<file path="config.mk">
export PLATFORM = sky130hd
export DESIGN_NAME = radix_unsigned_parser_core
export DESIGN_NICKNAME = d
export VERILOG_FILES = /design/src/design/rup_pkg.sv /design/src/design/rup_step.sv /design/src/design/radix_unsigned_parser_core.sv
export SDC_FILE = /design/constraint.sdc
export NUM_CORES = 1
export LEC_CHECK = 0
export ABC_AREA = 0
export BUFFER_PORTS_ARGS = -buffer_cell sky130_fd_sc_hd__buf_4
export CORE_ASPECT_RATIO = 0.5
export CORE_MARGIN = 5
export CORE_UTILIZATION = 45
export CTS_CLUSTER_DIAMETER = 40
export CTS_CLUSTER_SIZE = 25
export DETAILED_ROUTE_END_ITERATION = 8
export HOLD_SLACK_MARGIN = 0.08
export SYNTH_ARGS = -nofsm -noshare
export SYNTH_HDL_FRONTEND = slang
export SYNTH_SLANG_ARGS = --single-unit
</file>
<file path="constraint.sdc">
create_clock -name clk -period 16.72 [get_ports clk]
set_clock_uncertainty 0.05 [all_clocks]
set_input_delay 1.672 -clock clk [delete_from_list [all_inputs] [get_ports clk]]
set_output_delay 1.672 -clock clk [all_outputs]
set_load 0.05 [all_outputs]
</file>
<file path="src/design/rup_pkg.sv">
// ---------------------------------------------------------------------------
// rup_pkg: shared types and constants for the radix unsigned parser
// Radix and status codes, register map, per-string state and digit decoding.
// ---------------------------------------------------------------------------
package rup_pkg;

  typedef enum logic [1:0] {
    RADIX_BIN = 2'd0,
    RADIX_OCT = 2'd1,
    RADIX_DEC = 2'd2,
    RADIX_HEX = 2'd3
  } radix_t;

  typedef enum logic [1:0] {
    ST_OK       = 2'd0,
    ST_EMPTY    = 2'd1,
    ST_INVALID  = 2'd2,
    ST_OVERFLOW = 2'd3
  } status_t;

  // Values of the radix_mode register.
  localparam logic [2:0] MODE_AUTO = 3'd0;
  localparam logic [2:0] MODE_BIN  = 3'd1;
  localparam logic [2:0] MODE_OCT  = 3'd2;
  localparam logic [2:0] MODE_DEC  = 3'd3;
  localparam logic [2:0] MODE_HEX  = 3'd4;

  // Register indexes on the configuration port.
  localparam logic REG_RADIX_MODE = 1'b0;
  localparam logic REG_ID_LIMIT   = 1'b1;

  localparam logic [31:0] ID_LIMIT_RESET = 32'hFFFF_FFFF;

  localparam logic [7:0] CH_ZERO = 8'h30;
  localparam logic [7:0] CH_B    = 8'h62;
  localparam logic [7:0] CH_O    = 8'h6F;
  localparam logic [7:0] CH_X    = 8'h78;

  localparam logic [1:0] POS_FIRST  = 2'd0;
  localparam logic [1:0] POS_SECOND = 2'd1;
  localparam logic [1:0] POS_LATER  = 2'd2;

  typedef struct packed {
    logic    valid;
    logic [3:0] value;
  } digit_t;

  // Per-string parser state, apart from the accumulator.
  typedef struct packed {
    logic [1:0] pos;
    radix_t     radix;
    status_t    fail;
    logic       seen;
    logic       prefix;
  } str_state_t;

  localparam str_state_t STR_CLEAR = '{
    pos:    POS_FIRST,
    radix:  RADIX_DEC,
    fail:   ST_OK,
    seen:   1'b0,
    prefix: 1'b0
  };

  function automatic logic [4:0] radix_base(input radix_t r);
    logic [4:0] b;
    case (r)
      RADIX_BIN: b = 5'd2;
      RADIX_OCT: b = 5'd8;
      RADIX_DEC: b = 5'd10;
      RADIX_HEX: b = 5'd16;
      default:   b = 5'd10;
    endcase
    return b;
  endfunction

  function automatic digit_t digit_of(input logic [7:0] c, input radix_t r);
    digit_t     d;
    logic [7:0] diff;
    d    = '0;
    diff = '0;
    if (c inside {[8'h30:8'h39]}) begin
      diff = c - 8'h30;
      d.valid = 1'b1;
    end else if (c inside {[8'h61:8'h66]}) begin
      diff = c - 8'h57;
      d.valid = 1'b1;
    end else if (c inside {[8'h41:8'h46]}) begin
      diff = c - 8'h37;
      d.valid = 1'b1;
    end
    d.value = diff[3:0];
    if ({1'b0, d.value} >= radix_base(r)) begin
      d.valid = 1'b0;
    end
    return d;
  endfunction

endpackage

</file>
<file path="src/design/rup_step.sv">
// ---------------------------------------------------------------------------
// rup_step: next-state logic for one character
// Radix selection on the first character, prefix detection, digit decode and
// the multiply-add with overflow check, plus the status for a closing beat.
// ---------------------------------------------------------------------------
module rup_step #(
  parameter int VALUE_WIDTH = 32
) (
  input  rup_pkg::str_state_t   st,
  input  logic [VALUE_WIDTH-1:0] acc,
  input  logic [7:0]             char_code,
  input  logic                   is_last,
  input  logic [2:0]             radix_mode,
  output rup_pkg::str_state_t    st_next,
  output logic [VALUE_WIDTH-1:0] acc_next,
  output logic                   ok,
  output rup_pkg::status_t       status
);

  localparam int PW = VALUE_WIDTH + 4;

  logic               first;
  rup_pkg::radix_t    radix_eff;
  rup_pkg::status_t   fail_eff;
  logic               prefix_eff;
  logic               do_prefix;
  rup_pkg::digit_t    dig;
  logic [PW-1:0]      acc_w;
  logic [PW-1:0]      prod;
  logic               ovf;
  rup_pkg::status_t   st_fin;

  assign first = (st.pos == rup_pkg::POS_FIRST);

  always_comb begin
    radix_eff  = st.radix;
    fail_eff   = st.fail;
    prefix_eff = st.prefix;
    if (first) begin
      prefix_eff = 1'b0;
      fail_eff   = rup_pkg::ST_OK;
      case (radix_mode)
        rup_pkg::MODE_AUTO: begin
          radix_eff  = rup_pkg::RADIX_DEC;
          prefix_eff = (char_code == rup_pkg::CH_ZERO);
        end
        rup_pkg::MODE_BIN: radix_eff = rup_pkg::RADIX_BIN;
        rup_pkg::MODE_OCT: radix_eff = rup_pkg::RADIX_OCT;
        rup_pkg::MODE_DEC: radix_eff = rup_pkg::RADIX_DEC;
        rup_pkg::MODE_HEX: radix_eff = rup_pkg::RADIX_HEX;
        default: begin
          radix_eff = rup_pkg::RADIX_DEC;
          fail_eff  = rup_pkg::ST_INVALID;
        end
      endcase
    end
  end

  // A prefix letter counts only as the second character of a longer string.
  assign do_prefix = (st.pos == rup_pkg::POS_SECOND) && st.prefix && !is_last &&
                     (st.fail == rup_pkg::ST_OK) &&
                     (char_code == rup_pkg::CH_B || char_code == rup_pkg::CH_O ||
                      char_code == rup_pkg::CH_X);

  assign dig   = rup_pkg::digit_of(char_code, radix_eff);
  assign acc_w = PW'(acc);

  always_comb begin
    case (radix_eff)
      rup_pkg::RADIX_BIN: prod = acc_w << 1;
      rup_pkg::RADIX_OCT: prod = acc_w << 3;
      rup_pkg::RADIX_DEC: prod = (acc_w << 3) + (acc_w << 1);
      rup_pkg::RADIX_HEX: prod = acc_w << 4;
      default:            prod = acc_w << 3;
    endcase
    prod = prod + PW'(dig.value);
  end

  assign ovf = |prod[PW-1:VALUE_WIDTH];

  always_comb begin
    st_next        = st;
    st_next.radix  = radix_eff;
    st_next.fail   = fail_eff;
    st_next.prefix = prefix_eff;
    acc_next       = acc;
    if (st.pos != rup_pkg::POS_LATER) begin
      st_next.pos = st.pos + 2'd1;
    end
    if (do_prefix) begin
      case (char_code)
        rup_pkg::CH_B: st_next.radix = rup_pkg::RADIX_BIN;
        rup_pkg::CH_O: st_next.radix = rup_pkg::RADIX_OCT;
        default:       st_next.radix = rup_pkg::RADIX_HEX;
      endcase
      acc_next     = '0;
      st_next.seen = 1'b0;
    end else if (fail_eff == rup_pkg::ST_OK) begin
      if (!dig.valid) begin
        st_next.fail = rup_pkg::ST_INVALID;
      end else if (ovf) begin
        st_next.fail = rup_pkg::ST_OVERFLOW;
      end else begin
        acc_next     = prod[VALUE_WIDTH-1:0];
        st_next.seen = 1'b1;
      end
    end
  end

  always_comb begin
    st_fin = st_next.fail;
    if (st_fin == rup_pkg::ST_OK && !st_next.seen) begin
      st_fin = rup_pkg::ST_EMPTY;
    end
  end

  assign status = st_fin;
  assign ok     = (st_fin == rup_pkg::ST_OK);

endmodule

</file>
<file path="src/design/radix_unsigned_parser_core.sv">
// ---------------------------------------------------------------------------
// radix_unsigned_parser_core: streaming ASCII unsigned integer parser
// Parses one string per result in binary, octal, decimal or hexadecimal,
// with optional 0b/0o/0x prefix detection and an id limit compare.
// ---------------------------------------------------------------------------
//
//  Channel   Handshake                  Payload
//  --------  -------------------------  ---------------------------------------
//  char      char_valid / char_ready    char_code, is_last
//  result    result_valid / result_ready parse_ok, number, status, within_limit
//  config    APB (psel, penable, ...)   radix_mode @ 0x0, id_limit @ 0x4
//
// One character beat is taken per cycle while char_ready is high. A closing
// beat is registered in stage 1 after the digit step, then in the stage 2
// result register with the id limit compare.
// Reset clears the string state and both pipeline valids and resets the registers.
// A stalled result port backs up through the two stages; char_ready stays
// high as long as the first stage is empty or can move on.

module radix_unsigned_parser_core #(
  parameter int VALUE_WIDTH = 32
) (
  input  logic        clk,
  input  logic        rst,
  input  logic        char_valid,
  output logic        char_ready,
  input  logic [7:0]  char_code,
  input  logic        is_last,
  output logic        result_valid,
  input  logic        result_ready,
  output logic        parse_ok,
  output logic [31:0] number,
  output logic [1:0]  status,
  output logic        within_limit,
  input  logic        psel,
  input  logic        penable,
  input  logic        pwrite,
  input  logic [2:0]  paddr,
  input  logic [31:0] pwdata,
  output logic [31:0] prdata,
  output logic        pready
);

  localparam int CW = (VALUE_WIDTH > 32) ? VALUE_WIDTH : 32;

  logic [2:0]  radix_mode;
  logic [31:0] id_limit;

  rup_pkg::str_state_t    st;
  rup_pkg::str_state_t    st_next;
  logic [VALUE_WIDTH-1:0] acc;
  logic [VALUE_WIDTH-1:0] acc_next;
  logic                   step_ok;
  rup_pkg::status_t       step_status;

  logic             r1_valid;
  logic             r1_ok;
  rup_pkg::status_t r1_status;
  logic [CW-1:0]    r1_acc;

  logic char_fire;
  logic s1_ready;
  logic s2_ready;
  logic cfg_write;

  // Configuration port.
  assign pready    = 1'b1;
  assign cfg_write = psel && penable && pwrite;

  always_ff @(posedge clk) begin
    if (rst) begin
      radix_mode <= rup_pkg::MODE_AUTO;
      id_limit   <= rup_pkg::ID_LIMIT_RESET;
    end else if (cfg_write) begin
      if (paddr[2] == rup_pkg::REG_RADIX_MODE) begin
        radix_mode <= pwdata[2:0];
      end else begin
        id_limit <= pwdata;
      end
    end
  end

  assign prdata = (paddr[2] == rup_pkg::REG_ID_LIMIT) ? id_limit : {29'd0, radix_mode};

  // Handshake.
  assign s2_ready   = !result_valid || result_ready;
  assign s1_ready   = !r1_valid || s2_ready;
  assign char_ready = s1_ready;
  assign char_fire  = char_valid && char_ready;

  rup_step #(
    .VALUE_WIDTH(VALUE_WIDTH)
  ) u_step (
    .st         (st),
    .acc        (acc),
    .char_code  (char_code),
    .is_last    (is_last),
    .radix_mode (radix_mode),
    .st_next    (st_next),
    .acc_next   (acc_next),
    .ok         (step_ok),
    .status     (step_status)
  );

  // String state returns to its cleared value after the closing beat.
  always_ff @(posedge clk) begin
    if (rst) begin
      st  <= rup_pkg::STR_CLEAR;
      acc <= '0;
    end else if (char_fire) begin
      if (is_last) begin
        st  <= rup_pkg::STR_CLEAR;
        acc <= '0;
      end else begin
        st  <= st_next;
        acc <= acc_next;
      end
    end
  end

  // Stage 1: finished string.
  always_ff @(posedge clk) begin
    if (rst) begin
      r1_valid <= 1'b0;
    end else if (s1_ready) begin
      r1_valid <= char_fire && is_last;
    end
  end

  always_ff @(posedge clk) begin
    if (s1_ready && char_fire && is_last) begin
      r1_ok     <= step_ok;
      r1_status <= step_status;
      r1_acc    <= CW'(acc_next);
    end
  end

  // Stage 2: result register with the id limit compare.
  always_ff @(posedge clk) begin
    if (rst) begin
      result_valid <= 1'b0;
    end else if (s2_ready) begin
      result_valid <= r1_valid;
    end
  end

  always_ff @(posedge clk) begin
    if (s2_ready && r1_valid) begin
      parse_ok     <= r1_ok;
      number       <= r1_acc[31:0];
      status       <= r1_status;
      within_limit <= r1_ok && (r1_acc < CW'(id_limit));
    end
  end

  a_ok_matches_status : assert property (@(posedge clk) disable iff (rst)
    result_valid |-> (parse_ok == (status == rup_pkg::ST_OK)))
    else $error("parse_ok disagrees with status");

  a_limit_needs_ok : assert property (@(posedge clk) disable iff (rst)
    (result_valid && within_limit) |-> parse_ok)
    else $error("within_limit set on a failed parse");

  a_stage1_from_last : assert property (@(posedge clk) disable iff (rst)
    char_fire |=> (r1_valid == $past(is_last)))
    else $error("stage 1 valid does not follow the closing beat");

  a_pos_saturates : assert property (@(posedge clk) disable iff (rst)
    st.pos != 2'd3)
    else $error("character position ran past saturation");

endmodule
</file>
; ---- Yosys cells after proc, flatten, opt, wreduce, memory -nomap -nowiden
; Cells that the tools add are included.
[word_totals]
ff_bits = 148
input_bits = 51
out_inout_bits = 71
wordCells = 117
[classes]
addsub = 6
n_lt_le_gt_ge = 8
n_eq_ne = 13
n_mux = 33
bitwise = 1
reduce_logical = 39
[op_table]
columns = operator, n
row1 = $mux 32, 6
row2 = $pmux 36 s4, 1
row3 = $add 35x33->36, 1
row4 = $add 36x4->36, 1
row5 = $lt 32x32->1, 1
row6 = $eq 8x7->1 const B, 3
row7 = $pmux 5 s4, 1
row8 = $mux 2, 9
row9 = $ge 8x7->1 const B, 2
row10 = $le 8x7->1 const B, 2
row11 = $logic_and 1x1->1, 16
row12 = $logic_not 2->1, 6
row13 = $mux 4, 3
row14 = $mux 1, 9
row15 = $eq 8x6->1 const B, 1
row16 = $ge 8x6->1 const B, 1
row17 = $le 8x6->1 const B, 1
row18 = $mux 8, 1
row19 = $reduce_and 2->1, 4
row20 = $sub 4x3->4 const B, 2
row21 = $eq 3x2->1 const B, 2
row22 = $pmux 2 s3, 1
row23 = $ge 4x5->1, 1
row24 = $reduce_or 5->1, 1
row25 = 15 further kinds, 24

; ---- Depth between registers and ports, before layout
[logic_depth]
ltp_word = 15
ltp_mapped = 26

; ---- Modules after synthesis
; A second synthesis with hierarchy kept.
[unflattened]
cells_unflattened = 1284
hier_area_um2 = 11058.1
[modules_own_cells]
columns = mod, n_inst, cells_each, area_per_inst_um2, seq_area_each_um2
row1 = radix_unsigned_parser_core, 1, 531, 5995.8, 3673.5
row2 = rup_step, 1, 753, 5062.4, 0.0

; ---- Worst setup path before layout
; Ideal clock, no wire load.
[synth_path]
kind = input -> register
start = input port char_code[0]
end = register r1_acc[4] (data pin)
arrival_time_ns = 6.101
setup_slack_ns = 10.404
path_stages = 22
cell_sequence = inv_1 -> ha_1 -> inv_1 -> o311a_1 -> nor2b_1 -> o21a_1 -> a31oi_1 -> inv_1 -> ha_1 -> a21o_1 -> a21oi_1 -> or3b_1 -> nor3_2 -> nand4_1 -> nor3_2 -> nand2_1 -> or3_1 -> and4bb_2 -> o22ai_2 -> buf_2 -> or4_1 -> o31ai_2
[synth_between]
elab_chain_len = 11
[synth_lines]
columns = item, line
row1 = start: declaration, radix_unsigned_parser_core.sv:27  ; input logic [7:0] char_code,
row2 = $ge 8x7->1 or $le 8x7->1 (tied branches), rup_pkg.sv:88  ; end else if (c inside {[8'h41:8'h46]}) begin
row3 = $logic_and 1x1->1, rup_pkg.sv:88
row4 = $mux 4, rup_pkg.sv:88
row5 = $mux 4, rup_pkg.sv:85  ; end else if (c inside {[8'h61:8'h66]}) begin
row6 = $mux 4, rup_pkg.sv:82  ; if (c inside {[8'h30:8'h39]}) begin
row7 = $add 36x4->36, rup_step.sv:76  ; prod = prod + PW'(dig.value);
row8 = $reduce_or 4->1, rup_step.sv:79  ; assign ovf = |prod[PW-1:VALUE_WIDTH];
row9 = $mux 32, rup_step.sv:101  ; end else if (ovf) begin
row10 = $mux 32, rup_step.sv:99  ; if (!dig.valid) begin
row11 = $mux 32, rup_step.sv:98  ; end else if (fail_eff == rup_pkg::ST_OK) begin
row12 = $mux 32 *, rup_step.sv:90  ; if (do_prefix) begin
row13 = via acc_next[4], radix_unsigned_parser_core.sv:52  ; logic [VALUE_WIDTH-1:0] acc_next;
row14 = end signal: assignment, radix_unsigned_parser_core.sv:134  ; r1_acc <= CW'(acc_next);
row15 = end: declaration, radix_unsigned_parser_core.sv:59  ; logic [CW-1:0] r1_acc;
; Mark *: on every way through the listed nets, which the timed path passes. The rest lies on a longest branch.
; A chain may end at the register's enable or synchronous reset.

; ---- Final worst setup path
[layout_path]
start = input port char_code[0]
end = register r1_acc[7] (data pin)
; The elaborated chain is that of the path after synthesis.

==> flow_metrics.py <==
metrics = {
    "status": {
        "status": "completed",
    },
    "detailed_routing": {
        "vias_per_cell": 6.06,
        "post_drt_wl_per_cell_um": 19.9,
        "first_pass_iters": 5,
        "routed_wl_um": 34500,
        "ant_nets": 0,
        "drt_iter0_drc": 1089,
        "num_vias": 10494,
        "drc": 0,
    },
    "critical_path": {
        "slowest_delay_ns": 0.98,
        "cp_slowest_cell": "o22a_1",
        "endpoint_kind": "flop",
        "required_ns": 16.82,
        "timing.critical_path.buf_inv": 4,
        "cp.depth": 22,
        "endpoint": "r1_acc[7]$_DFFE_PP_",
        "cpMostUsedCell": "inv_1",
        "worstPathArrival_ns": 7.58,
        "crit_fanout": 31,
        "rr_endpoint": "r1_acc[7]$_DFFE_PP_",
        "critPathTopFamily": "compound AO/OA/AOI/OAI gates",
        "start_kind": "input pin",
        "rrSetupSlack_ns": 9.57,
        "rr_worst_depth": 22,
        "critPathLaunch": "char_code[0]",
        "critPathKind": "input pin to flop",
        "reg2reg_from": "st[6]$_SDFFE_PP0P_",
        "path_cells": "buf_4 > inv_1 > ha_1 > inv_1 > o311a_1 > nor2b_1 > o21a_1 > a31oi_1 > inv_1 > ha_1 > a21o_1 > a21oi_1 > or3b_1 > nor3_2 > nand4_1 > nor3_2 > nand2_1 > or3_1 > and4bb_2 > o22a_1 > a21oi_1 > a211oi_1",
    },
    "synth": {
        "synthCells": 1319,
        "ys.flop_type": "dfxtp_1",
        "synth.avg_cell_area_um2": 8.53,
        "synth.distinct_cells": 92,
        "async_flop_share_pct": 0,
        "syn_nets": 1450,
        "yosysSeqAreaShare_pct": 32.5,
        "synth-seq-cells": 147,
        "synth_edf_count": 71,
        "synth_warnings": 0,
        "syn-cell-area_um2": 11300,
    },
    "placement": {
        "dpl.hpwl_um": 25600,
        "dpl.cell_count": 1701,
        "routabilityCongestion": 0.901,
        "dp_slack_ns": 8.96,
        "port_buffers": 118,
    },
    "floorplanning": {
        "io_pins": 122,
        "die_height_um": 122,
        "die-area_um2": 28500,
        "core_um2": 24300,
        "rows": 40,
        "start_util_pct": 46.3,
        "die_w_um": 234,
    },
    "clock_network": {
        "root_buffer": "clkbuf_16",
        "cts_tree": "built",
        "post_cts_buffers": 0,
        "cts-resized-gates": 0,
        "ctsHoldBuffers": 0,
        "path_clk_slew_ns": 0.06,
        "htree_num_levels": 4,
        "cts_buffer_depth": 2,
        "clock_latency_ns": 0.42,
        "cts.sinks": 147,
        "numCtsBuffers": 17,
    },
    "power_and_ir_drop": {
        "vdd_drop_max_mv": 0.0745,
        "pwr-share-seq_pct": 43.2,
        "p_sw_uw": 245,
        "p_int_uw": 665,
        "clockPowerShare_pct": 42.2,
        "swShare_pct": 26.9,
        "combPwrFrac_pct": 14.6,
        "cellLeakagePower_nw": 5.16,
        "p_per_area_nw_per_um2": 70.7,
    },
    "sta": {
        "hold_viol": 0,
        "fin_crit_ns": 7.48,
        "tns_ns": 0,
        "hold_slack_ns": 0.370,
        "period_share_pct": 44.7,
        "tightest_slew_ns": 1.24,
        "slew_violations": 0,
        "rsz0062_at_grt": "no",
        "fin_ws_ns": 9.24,
        "finalSetupViolations": 0,
        "max_freq_mhz": 134,
        "relSlewSlack_pct": 17.0,
    },
    "min_path": {
        "min_path_cells": 0,
        "hold_class": "flop to flop",
    },
    "global_routing": {
        "grt_max_degree": 65,
        "grt_pass1_wl_um": 54100,
        "grt-ovfl-total": 0,
        "antenna_found_initial": 0,
        "grt_pass1_vias": 9510,
        "grt_usage_pct": 23.7,
    },
    "final_layout": {
        "final_core_utilization_pct": 52.9,
        "drive_above_1_share_pct": 15.6,
        "nets": 1515,
        "antenna_cells": 0,
        "final_cell_mix": "buf_4, nand2_1, nor2_1",
        "instances_no_fill": 1733,
        "area_growth_pct": 14.4,
        "final_common_cell": "buf_4",
    },
    "job": {
        "cap_violations": 0,
    },
}
==> cells by family (layout without fill, tap and decap cells) <==
kind of cell | count (synthesis) | after routing | synth area share, %
adder cells (fa/ha/maj) | 80 | 80 | 9.03
other | 1 | 1 | 0.0333
multiplexers | 13 | 13 | 1.20
AO/OA/AOI/OAI | 431 | 431 | 27.6
AND/OR/NAND/NOR | 454 | 454 | 20.7
buffers and inverters | 153 | 231 | 5.85
flip-flops | 147 | 147 | 32.5
XOR/XNOR | 40 | 40 | 3.11
==> flip-flops by register name, indices dropped and copies added, names as in the netlist <==
name	count
status	2
acc	32
r1_acc	32
r1_ok	1
number	32
r1_valid	1
id_limit	32
parse_ok	1
radix_mode	3
result_valid	1
st	7
within_limit	1
r1_status	2
==> cell type report <==
cell class | instances | area, um^2
Fill cell | 2336 | 11500
Clock inverter | 14 | 160
Tap cell | 336 | 420
Timing Repair Buffer | 130 | 976
Inverter | 69 | 259
Clock buffer | 18 | 429
Multi-Input combinational cell | 1019 | 6970
Sequential cell | 147 | 3650
==> synthesized netlist by cell type, drive strengths merged, types with 7 or more instances <==
| library cell | n | area, um^2 |
|---|---|---|
| a21o | 19 | 143 |
| or2 | 7 | 43.8 |
| inv | 68 | 255 |
| nand4 | 25 | 156 |
| o211ai | 24 | 195 |
| a32oi | 27 | 236 |
| a221o | 20 | 200 |
| clkbuf | 46 | 173 |
| nor3 | 55 | 297 |
| nand3 | 20 | 100 |
| ha | 78 | 976 |
| a211oi | 35 | 353 |
| and2 | 37 | 231 |
| mux2i | 9 | 90.1 |
| o22ai | 10 | 68.8 |
| buf | 38 | 226 |
| nor2 | 104 | 390 |
| nor2b | 16 | 100 |
| xor2 | 14 | 123 |
| xnor2 | 26 | 228 |
| edfxtp | 71 | 2130 |
| a211o | 23 | 201 |
| nor3b | 9 | 72.6 |
| dfxtp | 76 | 1520 |
| nor4 | 13 | 96.3 |
| nand2b | 18 | 113 |
| a31oi | 7 | 43.8 |
| a221oi | 10 | 93.8 |
| o21a | 13 | 97.6 |
| a21oi | 104 | 536 |
| o21ai | 85 | 425 |
| nand2 | 111 | 417 |
==> worst min path at each step <==
stage,from,end,slack [ns]
3_5_place_dp,r1_status[0]$_DFFE_PP_,status[0]$_DFFE_PP_,0.35
4_1_cts,r1_status[0]$_DFFE_PP_,status[0]$_DFFE_PP_,0.37
6_report,r1_status[0]$_DFFE_PP_,status[0]$_DFFE_PP_,0.37
2_1_floorplan,r1_status[0]$_DFFE_PP_,status[0]$_DFFE_PP_,0.35
5_1_grt,r1_status[0]$_DFFE_PP_,status[0]$_DFFE_PP_,0.38
3_3_place_gp,r1_status[0]$_DFFE_PP_,status[0]$_DFFE_PP_,0.35
==> power groups by stage <==
| stage | registers, mW | clock network, mW | logic (mW) |
|---|---|---|---|
| floorplan | 0.407 | 0 | 0.0837 |
| detailed placement | 0.401 | 0 | 0.132 |
| CTS | 0.393 | 0.390 | 0.133 |
| global placement | 0.400 | 0 | 0.130 |
| global route | 0.394 | 0.409 | 0.143 |
| finish | 0.393 | 0.384 | 0.133 |
==> metrics by stage <==
step           cell area [um^2]  total power [mW]
2_1_floorplan             11300             0.490
3_3_place_gp              12300             0.531
3_5_place_dp              12300             0.533
4_1_cts                   12900             0.915
5_1_grt                   12900             0.945
6_report                  12900             0.910
==> per-layer routing <==
| layer | track usage, % | up-vias | wire length, um |
|---|---|---|---|
| met2 | 33.8 | 346 | 14300 |
| met3 | 3.89 | 16 | 2440 |
| met5 | 0 | - | 0 |
| met4 | 3.81 | 0 | 285 |
| met1 | 37.6 | 5055 | 17500 |
| li1 | - | 5077 | - |
Power figures use the tool's default switching activity.
